$ cat src/rtl/vfdrtu_pkg.sv
// ----------------------------------------------------------------------------
// vfdrtu_pkg: shared types and constants of the inverter link master
// Item and result structs, operation and status codes, function codes and
// the CRC-16/MODBUS byte update.
// ----------------------------------------------------------------------------
`default_nettype none

package vfdrtu_pkg;

  // field widths
  localparam int unsigned BYTE_W         = 8;
  localparam int unsigned WORD_W         = 16;
  localparam int unsigned CFG_W          = 24;
  localparam int unsigned CFG_IDX_W      = 1;
  localparam int unsigned CNT_W          = 4;
  localparam int unsigned TIMER_BITS_DEF = 24;

  // configuration register indexes and reset values
  localparam logic [CFG_IDX_W-1:0] CFG_FIRST_TIMEOUT = 1'd0;
  localparam logic [CFG_IDX_W-1:0] CFG_GAP_TIMEOUT   = 1'd1;
  localparam logic [CFG_W-1:0]     FIRST_TIMEOUT_RST = 24'd1000;
  localparam logic [CFG_W-1:0]     GAP_TIMEOUT_RST   = 24'd100;

  // request function codes
  localparam logic [BYTE_W-1:0] FN_READ    = 8'h01;
  localparam logic [BYTE_W-1:0] FN_WRITE   = 8'h02;
  localparam logic [BYTE_W-1:0] FN_CONTROL = 8'h03;
  localparam logic [BYTE_W-1:0] FN_STATUS  = 8'h04;
  localparam logic [BYTE_W-1:0] FN_FREQ    = 8'h05;

  // length bytes placed in request frames
  localparam logic [BYTE_W-1:0] LEN_PARAM = 8'h03;
  localparam logic [BYTE_W-1:0] LEN_BYTE  = 8'h01;
  localparam logic [BYTE_W-1:0] LEN_WORD  = 8'h02;

  // expected reply lengths
  localparam logic [CNT_W-1:0] EXP_LONG  = 4'd8;
  localparam logic [CNT_W-1:0] EXP_SHORT = 4'd6;
  localparam logic [CNT_W-1:0] EXP_FREQ  = 4'd7;

  localparam logic [WORD_W-1:0] CRC_INIT = 16'hFFFF;
  localparam logic [WORD_W-1:0] CRC_POLY = 16'hA001;

  typedef enum logic [1:0] {
    OP_SEND = 2'd0,
    OP_BYTE = 2'd1,
    OP_TICK = 2'd2
  } op_e;

  typedef enum logic [2:0] {
    ST_OK       = 3'd0,
    ST_CRC      = 3'd1,
    ST_MISMATCH = 3'd2,
    ST_TIMEOUT  = 3'd3,
    ST_UNSUP    = 3'd4,
    ST_BUSY     = 3'd5
  } status_e;

  typedef enum logic {
    PH_IDLE = 1'b0,
    PH_WAIT = 1'b1
  } phase_e;

  // one input transaction
  typedef struct packed {
    logic [1:0]        op;
    logic [BYTE_W-1:0] slave;
    logic [BYTE_W-1:0] fn;
    logic [BYTE_W-1:0] param;
    logic [WORD_W-1:0] data;
    logic [BYTE_W-1:0] rx;
  } in_item_t;

  // finished-transaction result from the controller
  typedef struct packed {
    logic              valid;
    status_e           status;
    logic [BYTE_W-1:0] len;
    logic [BYTE_W-1:0] param;
    logic [WORD_W-1:0] data;
  } res_t;

  // request handed to the frame serializer
  typedef struct packed {
    logic              start;
    logic [BYTE_W-1:0] slave;
    logic [BYTE_W-1:0] fn;
    logic [BYTE_W-1:0] param;
    logic [WORD_W-1:0] data;
  } frame_req_t;

  // crc-16/modbus update by one byte, lsb first
  function automatic logic [WORD_W-1:0] crc_byte(input logic [WORD_W-1:0] crc,
                                                  input logic [BYTE_W-1:0] b);
    logic [WORD_W-1:0] c;
    c = crc ^ {8'h00, b};
    for (int k = 0; k < 8; k++) begin
      if (c[0]) begin
        c = (c >> 1) ^ CRC_POLY;
      end else begin
        c = c >> 1;
      end
    end
    return c;
  endfunction

endpackage

`default_nettype wire

$ cat src/rtl/vfd_rtu_frame_master.sv
// A status result passes the input and result registers; the first frame byte
// also passes the frame serializer. Throughput: one transaction per cycle for
//   reply bytes and ticks while the result port accepts; a request blocks new
//   transactions until its whole frame is out, one byte per cycle when not stalled.
// Reset: asynchronous, active low; control state clears, timeouts return to
//   1000 and 100 ticks, the reply buffer is left as is. No clearing pass.
// ----------------------------------------------------------------------------
// vfd_rtu_frame_master: inverter link master, top level
// Input register, transaction controller, frame serializer and result
// register on stream ports.
// ----------------------------------------------------------------------------
`default_nettype none

module vfd_rtu_frame_master
  import vfdrtu_pkg::*;
#(
  parameter int unsigned TIMER_BITS = TIMER_BITS_DEF
) (
  input  wire logic                 clk_i,
  input  wire logic                 rst_ni,
  input  wire logic                 cfg_we_i,
  input  wire logic [CFG_IDX_W-1:0] cfg_index_i,
  input  wire logic [CFG_W-1:0]     cfg_data_i,
  input  wire logic                 s_axis_tvalid,
  output logic                      s_axis_tready,
  // slave_address, function_code, parameter_number, data_value, rx_byte
  input  wire logic [47:0]          s_axis_tdata,
  // operation
  input  wire logic [1:0]           s_axis_tuser,
  output logic                      m_axis_tvalid,
  input  wire logic                 m_axis_tready,
  // tx_byte, status, reply_length, reply_parameter, reply_data, 5 zero bits
  output logic [47:0]               m_axis_tdata,
  // kind
  output logic [0:0]                m_axis_tuser,
  output logic                      m_axis_tlast
);

  logic              in_valid_q;
  in_item_t          in_q;
  logic              out_free;
  logic              take;
  logic              tx_busy;
  logic [BYTE_W-1:0] tx_byte;
  logic              tx_last;
  res_t              res;
  frame_req_t        req;

  logic              m_valid_q;
  logic              m_kind_q;
  logic [BYTE_W-1:0] m_byte_q;
  logic              m_last_q;
  status_e           m_status_q;
  logic [BYTE_W-1:0] m_len_q;
  logic [BYTE_W-1:0] m_par_q;
  logic [WORD_W-1:0] m_data_q;

  // handshake
  assign out_free      = !m_valid_q || m_axis_tready;
  assign take          = in_valid_q && !tx_busy && out_free;
  assign s_axis_tready = !in_valid_q || take;

  // input register
  always_ff @(posedge clk_i or negedge rst_ni) begin
    if (!rst_ni) begin
      in_valid_q <= 1'b0;
    end else if (s_axis_tvalid && s_axis_tready) begin
      in_valid_q <= 1'b1;
    end else if (take) begin
      in_valid_q <= 1'b0;
    end
  end

  always_ff @(posedge clk_i) begin
    if (s_axis_tvalid && s_axis_tready) begin
      in_q.op    <= s_axis_tuser;
      in_q.slave <= s_axis_tdata[7:0];
      in_q.fn    <= s_axis_tdata[15:8];
      in_q.param <= s_axis_tdata[23:16];
      in_q.data  <= s_axis_tdata[39:24];
      in_q.rx    <= s_axis_tdata[47:40];
    end
  end

  vfdrtu_ctrl #(
    .TIMER_BITS (TIMER_BITS)
  ) u_ctrl (
    .clk_i       (clk_i),
    .rst_ni      (rst_ni),
    .cfg_we_i    (cfg_we_i),
    .cfg_index_i (cfg_index_i),
    .cfg_data_i  (cfg_data_i),
    .take_i      (take),
    .item_i      (in_q),
    .res_o       (res),
    .req_o       (req)
  );

  vfdrtu_tx u_tx (
    .clk_i  (clk_i),
    .rst_ni (rst_ni),
    .req_i  (req),
    .emit_i (out_free),
    .busy_o (tx_busy),
    .byte_o (tx_byte),
    .last_o (tx_last)
  );

  // result register
  always_ff @(posedge clk_i or negedge rst_ni) begin
    if (!rst_ni) begin
      m_valid_q <= 1'b0;
    end else if (out_free) begin
      m_valid_q <= tx_busy || res.valid;
    end
  end

  always_ff @(posedge clk_i) begin
    if (out_free) begin
      if (tx_busy) begin
        m_kind_q   <= 1'b0;
        m_byte_q   <= tx_byte;
        m_last_q   <= tx_last;
        m_status_q <= ST_OK;
        m_len_q    <= '0;
        m_par_q    <= '0;
        m_data_q   <= '0;
      end else begin
        m_kind_q   <= 1'b1;
        m_byte_q   <= '0;
        m_last_q   <= 1'b0;
        m_status_q <= res.status;
        m_len_q    <= res.len;
        m_par_q    <= res.param;
        m_data_q   <= res.data;
      end
    end
  end

  assign m_axis_tvalid = m_valid_q;
  assign m_axis_tdata  = {5'd0, m_data_q, m_par_q, m_len_q, m_status_q, m_byte_q};
  assign m_axis_tuser  = m_kind_q;
  assign m_axis_tlast  = m_last_q;

`ifndef SYNTHESIS
  // a finished-transaction result only comes from a taken transaction
  a_res_needs_take: assert property (@(posedge clk_i) disable iff (!rst_ni)
    res.valid |-> take)
    else $error("controller result without a taken transaction");

  // a started request keeps the serializer busy next cycle
  a_start_busy: assert property (@(posedge clk_i) disable iff (!rst_ni)
    req.start |=> tx_busy)
    else $error("request started but serializer idle");

  // frame end marks only transmit bytes
  a_last_is_tx: assert property (@(posedge clk_i) disable iff (!rst_ni)
    (m_axis_tvalid && m_axis_tlast) |-> (m_axis_tuser == 1'b0))
    else $error("last set on a status result");

  // nothing new is taken while a frame is being sent
  a_no_take_busy: assert property (@(posedge clk_i) disable iff (!rst_ni)
    tx_busy |-> !res.valid && !req.start)
    else $error("transaction taken during frame transmit");
`endif

endmodule

`default_nettype wire

$ cat src/rtl/vfdrtu_tx.sv
// ----------------------------------------------------------------------------
// vfdrtu_tx: request frame serializer
// Builds the request bytes by function code and shifts them out one per cycle
// while emit_i is set, folding each into the CRC, then the CRC low byte first.
// ----------------------------------------------------------------------------
`default_nettype none

module vfdrtu_tx
  import vfdrtu_pkg::*;
(
  input  wire logic              clk_i,
  input  wire logic              rst_ni,
  input  wire frame_req_t        req_i,
  input  wire logic              emit_i,
  output logic                   busy_o,
  output logic [BYTE_W-1:0]      byte_o,
  output logic                   last_o
);

  localparam int unsigned NBYTES = 6;

  logic [CNT_W-1:0]  rem_q, rem_d;
  logic [BYTE_W-1:0] sh_q [NBYTES];
  logic [BYTE_W-1:0] sh_d [NBYTES];
  logic [WORD_W-1:0] crc_q, crc_d;

  assign busy_o = (rem_q != '0);
  assign last_o = (rem_q == CNT_W'(1));

  // frame byte, then crc low and high
  always_comb begin
    if (rem_q > CNT_W'(2)) begin
      byte_o = sh_q[0];
    end else if (rem_q == CNT_W'(2)) begin
      byte_o = crc_q[7:0];
    end else begin
      byte_o = crc_q[15:8];
    end
  end

  // load on request, shift on each emitted transaction
  always_comb begin
    rem_d = rem_q;
    crc_d = crc_q;
    for (int i = 0; i < NBYTES; i++) begin
      sh_d[i] = sh_q[i];
    end
    if (req_i.start) begin
      crc_d   = CRC_INIT;
      sh_d[0] = req_i.slave;
      sh_d[1] = req_i.fn;
      sh_d[4] = '0;
      sh_d[5] = '0;
      case (req_i.fn)
        FN_READ, FN_WRITE: begin
          sh_d[2] = LEN_PARAM;
          sh_d[3] = req_i.param;
          sh_d[4] = req_i.data[15:8];
          sh_d[5] = req_i.data[7:0];
          rem_d   = CNT_W'(8);
        end
        FN_CONTROL, FN_STATUS: begin
          sh_d[2] = LEN_BYTE;
          sh_d[3] = req_i.data[7:0];
          rem_d   = CNT_W'(6);
        end
        default: begin
          sh_d[2] = LEN_WORD;
          sh_d[3] = req_i.data[15:8];
          sh_d[4] = req_i.data[7:0];
          rem_d   = CNT_W'(7);
        end
      endcase
    end else if (busy_o && emit_i) begin
      rem_d = rem_q - CNT_W'(1);
      if (rem_q > CNT_W'(2)) begin
        crc_d = crc_byte(crc_q, sh_q[0]);
        for (int i = 0; i < NBYTES - 1; i++) begin
          sh_d[i] = sh_q[i+1];
        end
      end
    end
  end

  // control state
  always_ff @(posedge clk_i or negedge rst_ni) begin
    if (!rst_ni) begin
      rem_q <= '0;
      crc_q <= CRC_INIT;
    end else begin
      rem_q <= rem_d;
      crc_q <= crc_d;
    end
  end

  // frame bytes
  always_ff @(posedge clk_i) begin
    for (int i = 0; i < NBYTES; i++) begin
      sh_q[i] <= sh_d[i];
    end
  end

endmodule

`default_nettype wire

$ cat src/rtl/vfdrtu_ctrl.sv
// ----------------------------------------------------------------------------
// vfdrtu_ctrl: transaction controller
// Decodes each transaction, starts request frames, collects reply bytes with
// a running CRC, checks and extracts the reply, and times out idle lines.
// ----------------------------------------------------------------------------
`default_nettype none

module vfdrtu_ctrl
  import vfdrtu_pkg::*;
#(
  parameter int unsigned TIMER_BITS = TIMER_BITS_DEF
) (
  input  wire logic                 clk_i,
  input  wire logic                 rst_ni,
  input  wire logic                 cfg_we_i,
  input  wire logic [CFG_IDX_W-1:0] cfg_index_i,
  input  wire logic [CFG_W-1:0]     cfg_data_i,
  input  wire logic                 take_i,
  input  wire in_item_t             item_i,
  output res_t                      res_o,
  output frame_req_t                req_o
);

  localparam int unsigned CMP_W = (TIMER_BITS > CFG_W) ? TIMER_BITS : CFG_W;
  localparam int unsigned BUF_LO = 1;
  localparam int unsigned BUF_HI = 5;

  logic [CFG_W-1:0]      first_to_q, gap_to_q;
  phase_e                phase_q, phase_d;
  logic [BYTE_W-1:0]     pend_fn_q, pend_fn_d;
  logic [CNT_W-1:0]      exp_q, exp_d;
  logic [CNT_W-1:0]      rcv_q, rcv_d;
  logic [WORD_W-1:0]     crc_q, crc_d;
  logic [TIMER_BITS-1:0] wait_q, wait_d;
  logic [BYTE_W-1:0]     buf_q [BUF_LO:BUF_HI];
  logic [BYTE_W-1:0]     prev1_q, prev2_q;
  logic                  byte_we;

  // configuration registers
  always_ff @(posedge clk_i or negedge rst_ni) begin
    if (!rst_ni) begin
      first_to_q <= FIRST_TIMEOUT_RST;
      gap_to_q   <= GAP_TIMEOUT_RST;
    end else if (cfg_we_i) begin
      case (cfg_index_i)
        CFG_FIRST_TIMEOUT: first_to_q <= cfg_data_i;
        CFG_GAP_TIMEOUT:   gap_to_q   <= cfg_data_i;
        default: ;
      endcase
    end
  end

  // decode, collection, check and timeout
  always_comb begin
    logic [BYTE_W-1:0]     eff [BUF_LO:BUF_HI];
    logic [CNT_W-1:0]      cnt;
    logic [WORD_W-1:0]     crc_f;
    logic                  done;
    logic [CMP_W-1:0]      lim;
    logic [CMP_W-1:0]      mx;
    logic [TIMER_BITS-1:0] w_inc;

    phase_d   = phase_q;
    pend_fn_d = pend_fn_q;
    exp_d     = exp_q;
    rcv_d     = rcv_q;
    crc_d     = crc_q;
    wait_d    = wait_q;
    byte_we   = 1'b0;
    res_o     = '0;
    res_o.status = ST_OK;
    req_o       = '0;
    req_o.slave = item_i.slave;
    req_o.fn    = item_i.fn;
    req_o.param = item_i.param;
    req_o.data  = item_i.data;

    // reply buffer as seen with the current byte already written
    for (int i = BUF_LO; i <= BUF_HI; i++) begin
      eff[i] = (rcv_q == CNT_W'(i)) ? item_i.rx : buf_q[i];
    end
    cnt   = rcv_q + CNT_W'(1);
    crc_f = (rcv_q >= CNT_W'(2)) ? crc_byte(crc_q, prev2_q) : crc_q;
    done  = (cnt >= exp_q) ||
            ((cnt > CNT_W'(3)) && ({5'd0, cnt} == {1'b0, buf_q[2]} + 9'd5));
    mx    = CMP_W'({TIMER_BITS{1'b1}});
    lim   = (rcv_q == '0) ? CMP_W'(first_to_q) : CMP_W'(gap_to_q);
    if (lim > mx) begin
      lim = mx;
    end
    w_inc = (wait_q == {TIMER_BITS{1'b1}}) ? wait_q : wait_q + TIMER_BITS'(1);

    if (take_i) begin
      case (op_e'(item_i.op))
        OP_SEND: begin
          if (phase_q == PH_WAIT) begin
            res_o.valid  = 1'b1;
            res_o.status = ST_BUSY;
          end else if (item_i.fn >= FN_READ && item_i.fn <= FN_FREQ) begin
            req_o.start = 1'b1;
            phase_d     = PH_WAIT;
            pend_fn_d   = item_i.fn;
            rcv_d       = '0;
            wait_d      = '0;
            crc_d       = CRC_INIT;
            case (item_i.fn)
              FN_CONTROL: exp_d = EXP_SHORT;
              FN_FREQ:    exp_d = EXP_FREQ;
              default:    exp_d = EXP_LONG;
            endcase
          end else begin
            res_o.valid  = 1'b1;
            res_o.status = ST_UNSUP;
          end
        end
        OP_BYTE: begin
          if (phase_q == PH_WAIT) begin
            byte_we = 1'b1;
            rcv_d   = cnt;
            wait_d  = '0;
            crc_d   = crc_f;
            if (done) begin
              phase_d     = PH_IDLE;
              crc_d       = CRC_INIT;
              res_o.valid = 1'b1;
              if (prev1_q != crc_f[7:0] || item_i.rx != crc_f[15:8]) begin
                res_o.status = ST_CRC;
              end else if (eff[1] != pend_fn_q) begin
                res_o.status = ST_MISMATCH;
              end else begin
                res_o.len = eff[2];
                case (pend_fn_q)
                  FN_READ, FN_WRITE: begin
                    res_o.param = eff[3];
                    res_o.data  = (eff[2] == LEN_WORD) ? {8'h00, eff[4]} :
                                                         {eff[4], eff[5]};
                  end
                  FN_CONTROL: begin
                    res_o.param = '0;
                    res_o.data  = {8'h00, eff[3]};
                  end
                  FN_STATUS: begin
                    res_o.param = eff[3];
                    res_o.data  = {eff[4], eff[5]};
                  end
                  default: begin
                    res_o.param = eff[3];
                    res_o.data  = {eff[3], eff[4]};
                  end
                endcase
              end
            end
          end
        end
        OP_TICK: begin
          if (phase_q == PH_WAIT) begin
            wait_d = w_inc;
            if (CMP_W'(w_inc) >= lim) begin
              phase_d      = PH_IDLE;
              wait_d       = '0;
              crc_d        = CRC_INIT;
              res_o.valid  = 1'b1;
              res_o.status = ST_TIMEOUT;
            end
          end
        end
        default: ;
      endcase
    end
  end

  // control state
  always_ff @(posedge clk_i or negedge rst_ni) begin
    if (!rst_ni) begin
      phase_q   <= PH_IDLE;
      pend_fn_q <= '0;
      exp_q     <= '0;
      rcv_q     <= '0;
      crc_q     <= CRC_INIT;
      wait_q    <= '0;
    end else begin
      phase_q   <= phase_d;
      pend_fn_q <= pend_fn_d;
      exp_q     <= exp_d;
      rcv_q     <= rcv_d;
      crc_q     <= crc_d;
      wait_q    <= wait_d;
    end
  end

  // reply bytes: buffer entries read by extraction and the last two bytes
  always_ff @(posedge clk_i) begin
    if (byte_we) begin
      for (int i = BUF_LO; i <= BUF_HI; i++) begin
        if (rcv_q[2:0] == 3'(i)) begin
          buf_q[i] <= item_i.rx;
        end
      end
      prev2_q <= prev1_q;
      prev1_q <= item_i.rx;
    end
  end

endmodule

`default_nettype wire
$ cat config.mk
export PLATFORM = sky130hd
export DESIGN_NAME = vfd_rtu_frame_master
export DESIGN_NICKNAME = d
export VERILOG_FILES = /design/src/rtl/vfdrtu_pkg.sv /design/src/rtl/vfd_rtu_frame_master.sv /design/src/rtl/vfdrtu_tx.sv /design/src/rtl/vfdrtu_ctrl.sv
export SDC_FILE = /design/constraint.sdc
export NUM_CORES = 1
export LEC_CHECK = 0
export ABC_AREA = 1
export BUFFER_PORTS_ARGS = -buffer_cell sky130_fd_sc_hd__buf_2
export CORE_AREA = 3 3 243 245
export CTS_BUF_LIST = sky130_fd_sc_hd__clkbuf_4 sky130_fd_sc_hd__clkbuf_8
export CTS_CLUSTER_DIAMETER = 150
export DETAILED_ROUTE_END_ITERATION = 7
export DIE_AREA = 0 0 246 248
export PLACE_DENSITY_LB_ADDON = 0.1
export SKIP_CTS_REPAIR_TIMING = 1
export SLEW_MARGIN = 30
export SYNTH_ARGS = -nofsm -noshare
export SYNTH_HDL_FRONTEND = slang
export SYNTH_HIERARCHICAL = 1
export SYNTH_SLANG_ARGS = --single-unit
$ cat constraint.sdc
create_clock -name clk_i -period 4.2 [get_ports clk_i]
set_input_delay 0.84 -clock clk_i [delete_from_list [all_inputs] [get_ports clk_i]]
set_output_delay 0.84 -clock clk_i [all_outputs]
set_load 0.005 [all_outputs]
## Word level (Yosys, flattened, before mapping)

Memories as Yosys holds them, arrays and structs flattened.
Cells that the tools add are included.

- Memory bits (writable): 88
- Bits of input ports: 80
- Logic and storage cells: 274
- Memories: 2
- Bits in registers: 238
- Output and inout bits: 52

Memory list:

| name | words | width | read ports | clocked after Yosys merged registers in | wr ports | line | text |
|---|---|---|---|---|---|---|---|
| u_tx.sh_q | 6 | 8 | 6 | 0 | 6 | vfdrtu_tx.sv:23 | `logic [BYTE_W-1:0] sh_q [NBYTES];` |
| u_ctrl.buf_q | 5 | 8 | 5 | 0 | 1 | vfdrtu_ctrl.sv:35 | `logic [BYTE_W-1:0] buf_q [BUF_LO:BUF_HI];` |

- $lt $le $gt $ge: 8
- Equality and inequality tests: 34
- $add $sub $neg: 4
- Mux-type cells: 137
- Reduce and logical (&&, ||, !) cells: 39
- Bitwise logic cells: 23

Operator list:

| cell | number |
|---|---|
| 2-to-1 mux 16 bit | 48 |
| 2-to-1 mux 24 bit | 8 |
| one-hot mux 24 bit (3 select lines) | 2 |
| 2-to-1 mux 40 bit | 3 |
| 2-to-1 mux 36 bit | 3 |
| 2-to-1 mux 8 bit | 13 |
| 2-to-1 mux 32 bit | 3 |
| inverter 2 -> 3 bit | 16 |
| one-hot mux 16 bit (3 select lines) | 1 |
| == test 8 x 2 -> 1 bit (second input constant) | 5 |
| 2-to-1 mux 4 bit | 9 |
| 2-to-1 mux 1 bit | 34 |
| OR reduction 8 bit | 4 |
| XOR 16 x 8 -> 16 bit | 2 |
| adder 24 x 1 -> 24 bit (second input constant) | 1 |
| == test 24 bit (second input constant) | 1 |
| == test 8 x 3 -> 1 bit (second input constant) | 3 |
| >= comparator 24 bit | 1 |
| > comparator 24 bit (second input constant) | 1 |
| inequality test 8 bit | 3 |
| one-hot mux 4 bit (2 select lines) | 3 |
| one-hot mux 10 bit (2 select lines) | 1 |
| == test 8 x 1 -> 1 bit (second input constant) | 2 |
| one-hot mux 8 bit (2 select lines) | 1 |
| 39 further kinds | 77 |

## Longest topological paths before layout

Gate-level depths: netlist of the first run.

- Word-level depth: 42
- Gate-level depth with buffers: 24
- Gate-level depth less buffers: 24

## Hierarchy

Netlist of the first run, hierarchy kept.

Modules (own cells, without submodules):

| module | area an instance (um^2) | cells an instance | times used | seq. area each (um^2) |
|---|---|---|---|---|
| vfdrtu_ctrl | 10000.8 | 1284 | 1 | 4315.4 |
| vfdrtu_tx | 3639.7 | 415 | 1 | 1901.8 |
| vfd_rtu_frame_master | 3384.5 | 210 | 1 | 2902.8 |

## Worst setup path before layout of the first run

No wires, ideal clock.

- Path type: input-to-reg
- Start point: in m_axis_tready
- End point: reg in_q[0] (netlist name) (enable)
- Buffers on the path: 0
- Setup slack: -0.378 ns
- Stages: 4
- Required time: 3.742 ns
- Arrival time: 4.120 ns
- Library setup time: 0.458 ns
- Path through: inv_1 nand2_1 a21oi_2 nor2_1

- Longest elaborated chain between the ends: 4

RTL lines:

| what | line | text |
|---|---|---|
| from (decl) | vfd_rtu_frame_master.sv:31 | `input wire logic m_axis_tready,` |
| logical OR 1 bit | vfd_rtu_frame_master.sv:59 | `assign out_free = !m_valid_q \|\| m_axis_tready;` |
| via out_free | vfd_rtu_frame_master.sv:41 | `logic out_free;` |
| logical AND 1 bit | vfd_rtu_frame_master.sv:60 | `assign take = in_valid_q && !tx_busy && out_free;` |
| logical OR 1 bit | vfd_rtu_frame_master.sv:61 | `assign s_axis_tready = !in_valid_q \|\| take;` |
| logical AND 1 bit | vfd_rtu_frame_master.sv:75 | `if (s_axis_tvalid && s_axis_tready) begin` |
| to (decl) | vfd_rtu_frame_master.sv:40 | `in_item_t in_q;` |

The timed path passes the listed nets, and every way through them passes these cells.
A chain may end at the register's enable or synchronous reset.

## Final worst setup path of the first run

- Start point: reg u_ctrl.wait_q[1]
- End point: reg u_ctrl.wait_q[14]

- Longest elaborated chain between the ends: 6
- Elaborated cells on any way between the ends: 7
- Those cells by class: 1 x add/sub; 1 x order compare; 1 x eq/ne; 4 x mux

RTL lines:

| what | line | text |
|---|---|---|
| from (decl) | vfdrtu_ctrl.sv:34 | `logic [TIMER_BITS-1:0] wait_q, wait_d;` |
| from (signal assigned) | vfdrtu_ctrl.sv:187 | `wait_q <= wait_d;` |
| adder 24 x 1 -> 24 bit or == test 24 bit (tied branches) | vfdrtu_ctrl.sv:91 | `w_inc = (wait_q == {TIMER_BITS{1'b1}}) ? wait_q : wait_q + TIMER_BITS'(1);` |
| 2-to-1 mux 24 bit * | vfdrtu_ctrl.sv:91 |  |
| >= comparator 24 bit | vfdrtu_ctrl.sv:158 | `if (CMP_W'(w_inc) >= lim) begin` |
| 2-to-1 mux 24 bit * | vfdrtu_ctrl.sv:158 |  |
| 2-to-1 mux 24 bit * | vfdrtu_ctrl.sv:156 | `if (phase_q == PH_WAIT) begin` |
| one-hot mux 24 bit (3 select lines) * | vfdrtu_ctrl.sv:94 | `case (op_e'(item_i.op))` |

Every way passes the cells marked *; elsewhere a longest branch is shown, timed or not. The select of a mux whose other input is x is not followed.

==> results.py, run 1 <==
metrics = {
    "route": {
        "ant_nets": 0,
        "avgRoutedWirePerCell_um": 16.2,
        "drc": 0,
        "vias_per_cell": 4.57,
        "drtIter0Drc": 926,
        "vias": 13071,
        "wl_um": 46300,
        "dr.pass1.iters": 5,
    },
    "power_and_ir_drop": {
        "p_leak_nw": 8.99,
        "ir_drop_mv": 0.195,
        "powerDensity_nw_per_um2": 588,
    },
    "worst_setup_path": {
        "criticalPathCategory": "flip-flop to flip-flop",
        "crit_path_start_kind": "flip-flop",
        "worstPathRequired_ns": 4.74,
        "cp_max_fo": 5,
        "crit-reg2reg-launch": "u_ctrl/wait_q[1]$_DFFE_PN0P_",
        "cp-end-kind": "flip-flop",
        "worstPathArrival_ns": 4.36,
        "startpoint": "u_ctrl/wait_q[1]$_DFFE_PN0P_",
    },
    "die": {
        "start_util": 0.297,
        "ios": 132,
        "row_count": 88,
        "chipHeight_um": 248,
        "die_w_um": 246,
        "coreArea_um2": 57400,
        "die_area_um2": 61000,
    },
    "clock_network": {
        "h-tree-depth": 3,
        "clkSinkCount": 325,
        "clk_latency_ns": 0.63,
        "clk_path_buf_depth": 3,
        "tritoncts": "yes",
        "cts_root_buffer": "clkbuf_8",
        "numCtsBuffers": 66,
        "clk_pin_slew_ns": 0.06,
    },
    "placement": {
        "hpwl_um": 32600,
        "place.gp.congestion": 0.854,
        "port_buffers": 126,
        "place_inst": 2741,
    },
    "status": {
        "outcome": "finished, final reports clean",
    },
    "yosys": {
        "postSynthCellCount": 1909,
        "synth_cell_types": 56,
        "synthTopCellsByCount": "nand2_1, inv_1, edfxtp_1",
        "synth_area_leaders": "edfxtp_1, dfrtp_1, nand2_1, inv_1, dfstp_2",
        "yosysTopAreaCell": "edfxtp_1",
        "ys_seq_elements": 325,
        "yosysWarnings": 6,
        "synth_area_um2": 17000,
        "async_reset_ff_frac": 0.388,
        "synth_edf_count": 193,
        "syn_area_per_cell_um2": 8.92,
        "ys_dominant_reg_cell": "edfxtp_1",
        "synth_top_area_frac": 0.340,
        "post-synth-top-count-cell": "nand2_1",
        "synth-seq-area-share": 0.536,
    },
    "cells_and_area": {
        "syn_to_final_growth_pct": 15.5,
        "drive_gt1_frac": 0.173,
        "multi_input_area_um2": 6220,
        "layout.nets": 2167,
        "fill_cells": 5993,
        "stdcell_count": 2862,
        "seq_area_um2": 9120,
    },
    "job": {
        "maxCapViolCount": 0,
    },
    "sta": {
        "tns_ns": 0,
        "setup_violations": 0,
        "slew_viol_final": 0,
        "layout_min_cycle_time_ns": 3.82,
        "timing.final.crit_share": 0.911,
        "fmax_mhz": 261,
        "slew_headroom": 0.500,
        "clock_skew_ns": 0.0235,
        "hold_viol": 0,
        "worst_pin_slew_ns": 0.748,
        "rsz0062_at_grt": "no",
    },
    "global_routing": {
        "grt.total_usage": 0.153,
        "grt_pass1_vias": 12782,
        "globalRoute.totalOverflow": 0,
        "grt_start_max_net_pins": 62,
        "antenna_found_initial": 2,
        "grt_pass1_wl_um": 72300,
    },
    "worst_hold_path": {
        "hp-class": "primary input to async pin",
    },
}
==> metal layers <==
layer  up-vias  track usage  routed length, um
met3        76       0.0334               2250
met5         -            0                 13
met1      6200        0.209              22100
met4         2       0.0490               1100
met2       295        0.240              20900
li1       6498            -                  -
==> path summary, 6_finish.rpt <==
path	cells after the start	slack, ns	to
max in group asynchronous	2	3.16	u_ctrl/gap_to_q[2]$_DFFE_PN1P_
min in group clk_i	1	0.39	in_q[25]$_DFFE_PP_
hold reg to reg	2	0.45	u_tx/sh_q[2][4]$_SDFFE_PP0P_
setup reg to reg	15	0.38	u_ctrl/wait_q[14]$_DFFE_PN0P_
hold / removal	1	0.18	u_ctrl/pend_fn_q[4]$_DFFE_PN0P_
setup / recovery	15	0.38	u_ctrl/wait_q[14]$_DFFE_PN0P_
==> layout make-up <==
class,instances,area share
Clock buffer,96,0.0599
Sequential cell,325,0.464
Multi-Input combinational cell,1192,0.317
Inverter,298,0.0569
Clock inverter,24,0.00598
Antenna cell,1,0.000127
Tap cell,765,0.0487
Timing Repair Buffer,161,0.0481
==> report_power, final <==
| group | switching (mW) | leakage (nW) | internal, mW |
|---|---|---|---|
| Sequential | 0.405 | 3.36 | 4.26 |
| Clock | 1.44 | 0.686 | 1.80 |
| Combinational | 2.43 | 4.94 | 1.24 |
| Total | 4.27 | 8.99 | 7.30 |
==> critical path, cell delays in order, from the launching register on <==
cell and delay [ns]:
dfrtp_1 0.36, ha_1 0.20, inv_1 0.08, or4_1 0.60, nor4_2 0.25, nand2_1 0.21
o21ai_0 0.26, inv_1 0.08, ha_1 0.31, a21oi_1 0.15, o31ai_1 0.08, a21oi_1 0.27
o2111ai_2 0.21, nor2_2 0.24, nand2_1 0.26, o22ai_1 0.19
==> metrics by stage <==
stage / utilization / hold slack [ns] / total power, mW / instance area (um^2) / worst slack [ns]
after global placement: 0.320 / 0.431 / 8.35 / 18300 / 0.301
after floorplan: - / 0.422 / 7.33 / 17000 / 0.438
after global routing: 0.343 / 0.164 / 12.5 / 19700 / 0.00535
after detailed placement: 0.320 / 0.436 / 8.38 / 18300 / 0.162
after CTS: 0.342 / 0.142 / 11.8 / 19600 / 0.0990
final: 0.343 / 0.184 / 11.6 / 19700 / 0.376
==> state kept, by name, summed over array words and instances (netlist names), 8 cells and up <==
name	cells
m_data_q	16
u_ctrl/wait_q	24
u_ctrl/buf_q	40
u_tx/sh_q	48
u_ctrl/first_to_q	24
u_tx/crc_q	16
u_ctrl/prev1_q	8
u_ctrl/gap_to_q	24
m_byte_q	8
u_ctrl/prev2_q	8
u_ctrl/crc_q	16
u_ctrl/pend_fn_q	8
m_len_q	8
in_q	50
m_par_q	8
==> cell families (layout without fill, tap and decap cells) <==
| group | Yosys count | after routing | share of synthesized area |
|---|---|---|---|
| flip-flops | 325 | 325 | 0.536 |
| buffers and inverters | 396 | 579 | 0.103 |
| XOR/XNOR | 40 | 40 | 0.0210 |
| multiplexers | 24 | 24 | 0.0142 |
| other | 1 | 6 | 0.000220 |
| AND/OR/NAND/NOR | 787 | 787 | 0.195 |
| adder cells (fa/ha/maj) | 43 | 43 | 0.0316 |
| AO/OA/AOI/OAI | 293 | 293 | 0.0985 |
==> layout by cell type, fill, tap and decap left out, drive strengths merged, types with 8 or more instances in the layout <==
cell    Yosys  routed
a21oi      40      40
a22o        8       8
a22oi       8       8
a31oi       8       8
buf        66     161
clkbuf     32      96
clkinv      1      20
dfrtp      85      85
dfstp      41      41
edfxtp    193     193
ha         43      43
inv       297     301
mux2i      23      23
nand2     494     494
nand3      91      91
nand4      20      20
nor2      142     142
nor3       24      24
nor4        8       8
o211ai     13      13
o21ai     170     170
o22ai      18      18
xnor2       9       9
xor2       31      31
(Power assumes the default switching activity.)
==> run 2, diff against run 1 <==
--- a/config.mk
+++ b/config.mk
@@ -10,9 +10,9 @@
 export CORE_AREA = 3 3 243 245
 export CTS_BUF_LIST = sky130_fd_sc_hd__clkbuf_4 sky130_fd_sc_hd__clkbuf_8
 export CTS_CLUSTER_DIAMETER = 150
+export CTS_CLUSTER_SIZE = 25
 export DETAILED_ROUTE_END_ITERATION = 7
 export DIE_AREA = 0 0 246 248
-export PLACE_DENSITY_LB_ADDON = 0.1
 export SKIP_CTS_REPAIR_TIMING = 1
 export SLEW_MARGIN = 30
 export SYNTH_ARGS = -nofsm -noshare
==> run 2 against run 1 <==
Critical endpoint is now u_ctrl/wait_q[10]$_DFFE_PN0P_. Critical path type unchanged. Worst setup slack improved by 0.075 ns. Via count fell by 2.1%. Largest power group unchanged. Flip-flop and latch count unchanged. Final area fell by 5.5%. Critical path depth increased by 1. Register-to-register slack improved by 0.07 ns. Clock skew increased by 0.0013 ns. Clock power is 55% lower. Global-route usage down 1.8 points. Die area unchanged. Largest cell class unchanged.
==> results.py, run 2 (synthesized netlist as in run 1, its figures left out) <==
metrics = {
    "route": {
        "dr.pass1.iters": 5,
        "vias_per_cell": 4.63,
        "wl_um": 41200,
        "drtIter0Drc": 932,
        "ant_nets": 0,
        "drc": 0,
        "avgRoutedWirePerCell_um": 14.9,
        "vias": 12791,
    },
    "sta": {
        "setup_violations": 0,
        "hold_viol": 0,
        "slew_headroom": 0.432,
        "rsz0062_at_grt": "no",
        "tns_ns": 0,
        "slew_viol_final": 0,
        "timing.final.crit_share": 0.893,
        "clock_skew_ns": 0.0248,
        "layout_min_cycle_time_ns": 3.75,
        "worst_pin_slew_ns": 0.849,
        "fmax_mhz": 267,
    },
    "global_routing": {
        "antenna_found_initial": 5,
        "grt_start_max_net_pins": 127,
        "grt_pass1_wl_um": 66400,
        "globalRoute.totalOverflow": 0,
        "grt_pass1_vias": 12467,
        "grt.total_usage": 0.134,
    },
    "cells_and_area": {
        "layout_commonest_cell": "nand2_1",
        "top_register": "in_q",
        "syn_to_final_growth_pct": 9.16,
        "largestRegisters": "in_q (50), u_tx/sh_q (48), u_ctrl/buf_q (40)",
        "layout_common_cells": "nand2_1, inv_1, edfxtp_1",
        "stdcell_count": 2762,
        "post-route-util": 0.324,
        "drive_gt1_frac": 0.137,
        "largest_reg_flops": 50,
        "layout.nets": 2106,
    },
    "die": {
        "coreArea_um2": 57400,
        "die_area_um2": 61000,
        "row_count": 88,
        "start_util": 0.297,
        "die_w_um": 246,
        "ios": 132,
        "chipHeight_um": 248,
    },
    "clock_network": {
        "h-tree-depth": 1,
        "clk_pin_slew_ns": 0.16,
        "clkSinkCount": 325,
        "numCtsBuffers": 16,
        "tritoncts": "yes",
        "cts_root_buffer": "clkbuf_8",
        "clk_latency_ns": 0.59,
        "clk_path_buf_depth": 3,
    },
    "worst_setup_path": {
        "criticalPathCategory": "flip-flop to flip-flop",
        "r2r_slack_ns": 0.45,
        "crit_path_cell_trace": "ha_1 -> inv_1 -> or4_1 -> nor4_2 -> nand2_1 -> o21ai_0 -> inv_1 -> ha_1 -> a21oi_1 -> o31ai_1 -> a21oi_1 -> o2111ai_2 -> nor2_1 -> buf_4 -> nand3_1 -> o21ai_0",
        "worstPathRequired_ns": 4.72,
        "crit_path_start_kind": "flip-flop",
        "cp-end-kind": "flip-flop",
        "worstPathArrival_ns": 4.27,
        "crit_family": "simple AND/OR/NAND/NOR gates",
        "cp_slowest_cell": "or4_1",
        "crit_path_max_incr_delay_ns": 0.58,
        "cp_num_buf_inv": 3,
        "cp_max_fo": 19,
    },
    "power_and_ir_drop": {
        "p_leak_nw": 8.42,
        "powerDensity_nw_per_um2": 521,
        "ir_drop_mv": 0.267,
    },
    "placement": {
        "port_buffers": 126,
        "hpwl_um": 29700,
        "place_inst": 2730,
        "place.gp.congestion": 0.878,
    },
    "status": {
        "outcome": "finished, final reports clean",
    },
    "job": {
        "maxCapViolCount": 0,
    },
    "worst_hold_path": {
        "hp-class": "primary input to async pin",
    },
}
run 2: changes by cell type in the layout (fill, tap and decap cells not counted), moves of 3 or more:
cell / delta
clkinv_1: -16
diode_2: +3
inv_6: -4
clkinv_2: -3
clkbuf_8: -56
buf_4: -10
clkbuf_4: -12
run 2: final cells by class:
type / instances / area (um^2)
timing repair buffer: 150 / 851
fill: 5955 / 38800
multi-input combinational: 1192 / 6210
sequential: 325 / 9120
tap: 765 / 957
antenna: 4 / 10.0
clock buffer: 28 / 317
inverter: 298 / 1120
run 2: layer usage:
metal,share of wire,GRT usage,vias up,wire (um)
met5,0.00065,0,-,27
met4,0.018,0.0271,4,724
met3,0.056,0.0248,47,2300
met2,0.45,0.216,303,18600
met1,0.47,0.189,6100,19600
li1,-,-,6337,-
run 2: worst reg2reg max path, stage by stage, from the launching register on:
cell and delay, ns:
dfrtp_1 0.40, ha_1 0.19, inv_1 0.07, or4_1 0.58, nor4_2 0.23, nand2_1 0.19
o21ai_0 0.26, inv_1 0.08, ha_1 0.31, a21oi_1 0.16, o31ai_1 0.08, a21oi_1 0.21
o2111ai_2 0.20, nor2_1 0.22, buf_4 0.30, nand3_1 0.11, o21ai_0 0.09
run 2: power breakdown:
part / internal (mW) / switching [mW] / total [mW]
Sequential: 4.25 / 0.410 / 4.66
Combinational: 1.20 / 2.36 / 3.56
Clock: 0.481 / 0.982 / 1.46
Total: 5.93 / 3.76 / 9.68
run 2: path summary, 6_finish.rpt:
| check | startpoint | to | cells past startpoint |
|---|---|---|---|
| max | u_ctrl/wait_q[1]$_DFFE_PN0P_ | u_ctrl/wait_q[10]$_DFFE_PN0P_ | 16 |
| min | rst_ni | u_ctrl/first_to_q[22]$_DFFE_PN0P_ | 2 |
| min in group clk_i | s_axis_tdata[14] | in_q[38]$_DFFE_PP_ | 1 |
| min reg2reg | u_tx/sh_q[3][4]$_DFFE_PP_ | u_tx/sh_q[2][4]$_SDFFE_PP0P_ | 2 |
| max in group asynchronous | rst_ni | in_valid_q$_DFFE_PN0P_ | 2 |
| max reg2reg | u_ctrl/wait_q[1]$_DFFE_PN0P_ | u_ctrl/wait_q[10]$_DFFE_PN0P_ | 16 |
run 2: per-stage QoR:
stage | setup slack [ns] | hold WS (ns) | cell area, um^2 | power (mW)
2_1_floorplan | 0.438 | 0.422 | 17000 | 7.33
3_5_place_dp | 0.316 | 0.435 | 18200 | 8.25
3_3_place_gp | 0.385 | 0.431 | 18200 | 8.16
5_1_grt | 0.0523 | 0.365 | 18600 | 10.5
4_1_cts | 0.277 | 0.364 | 18600 | 9.74
6_report | 0.450 | 0.337 | 18600 | 9.68
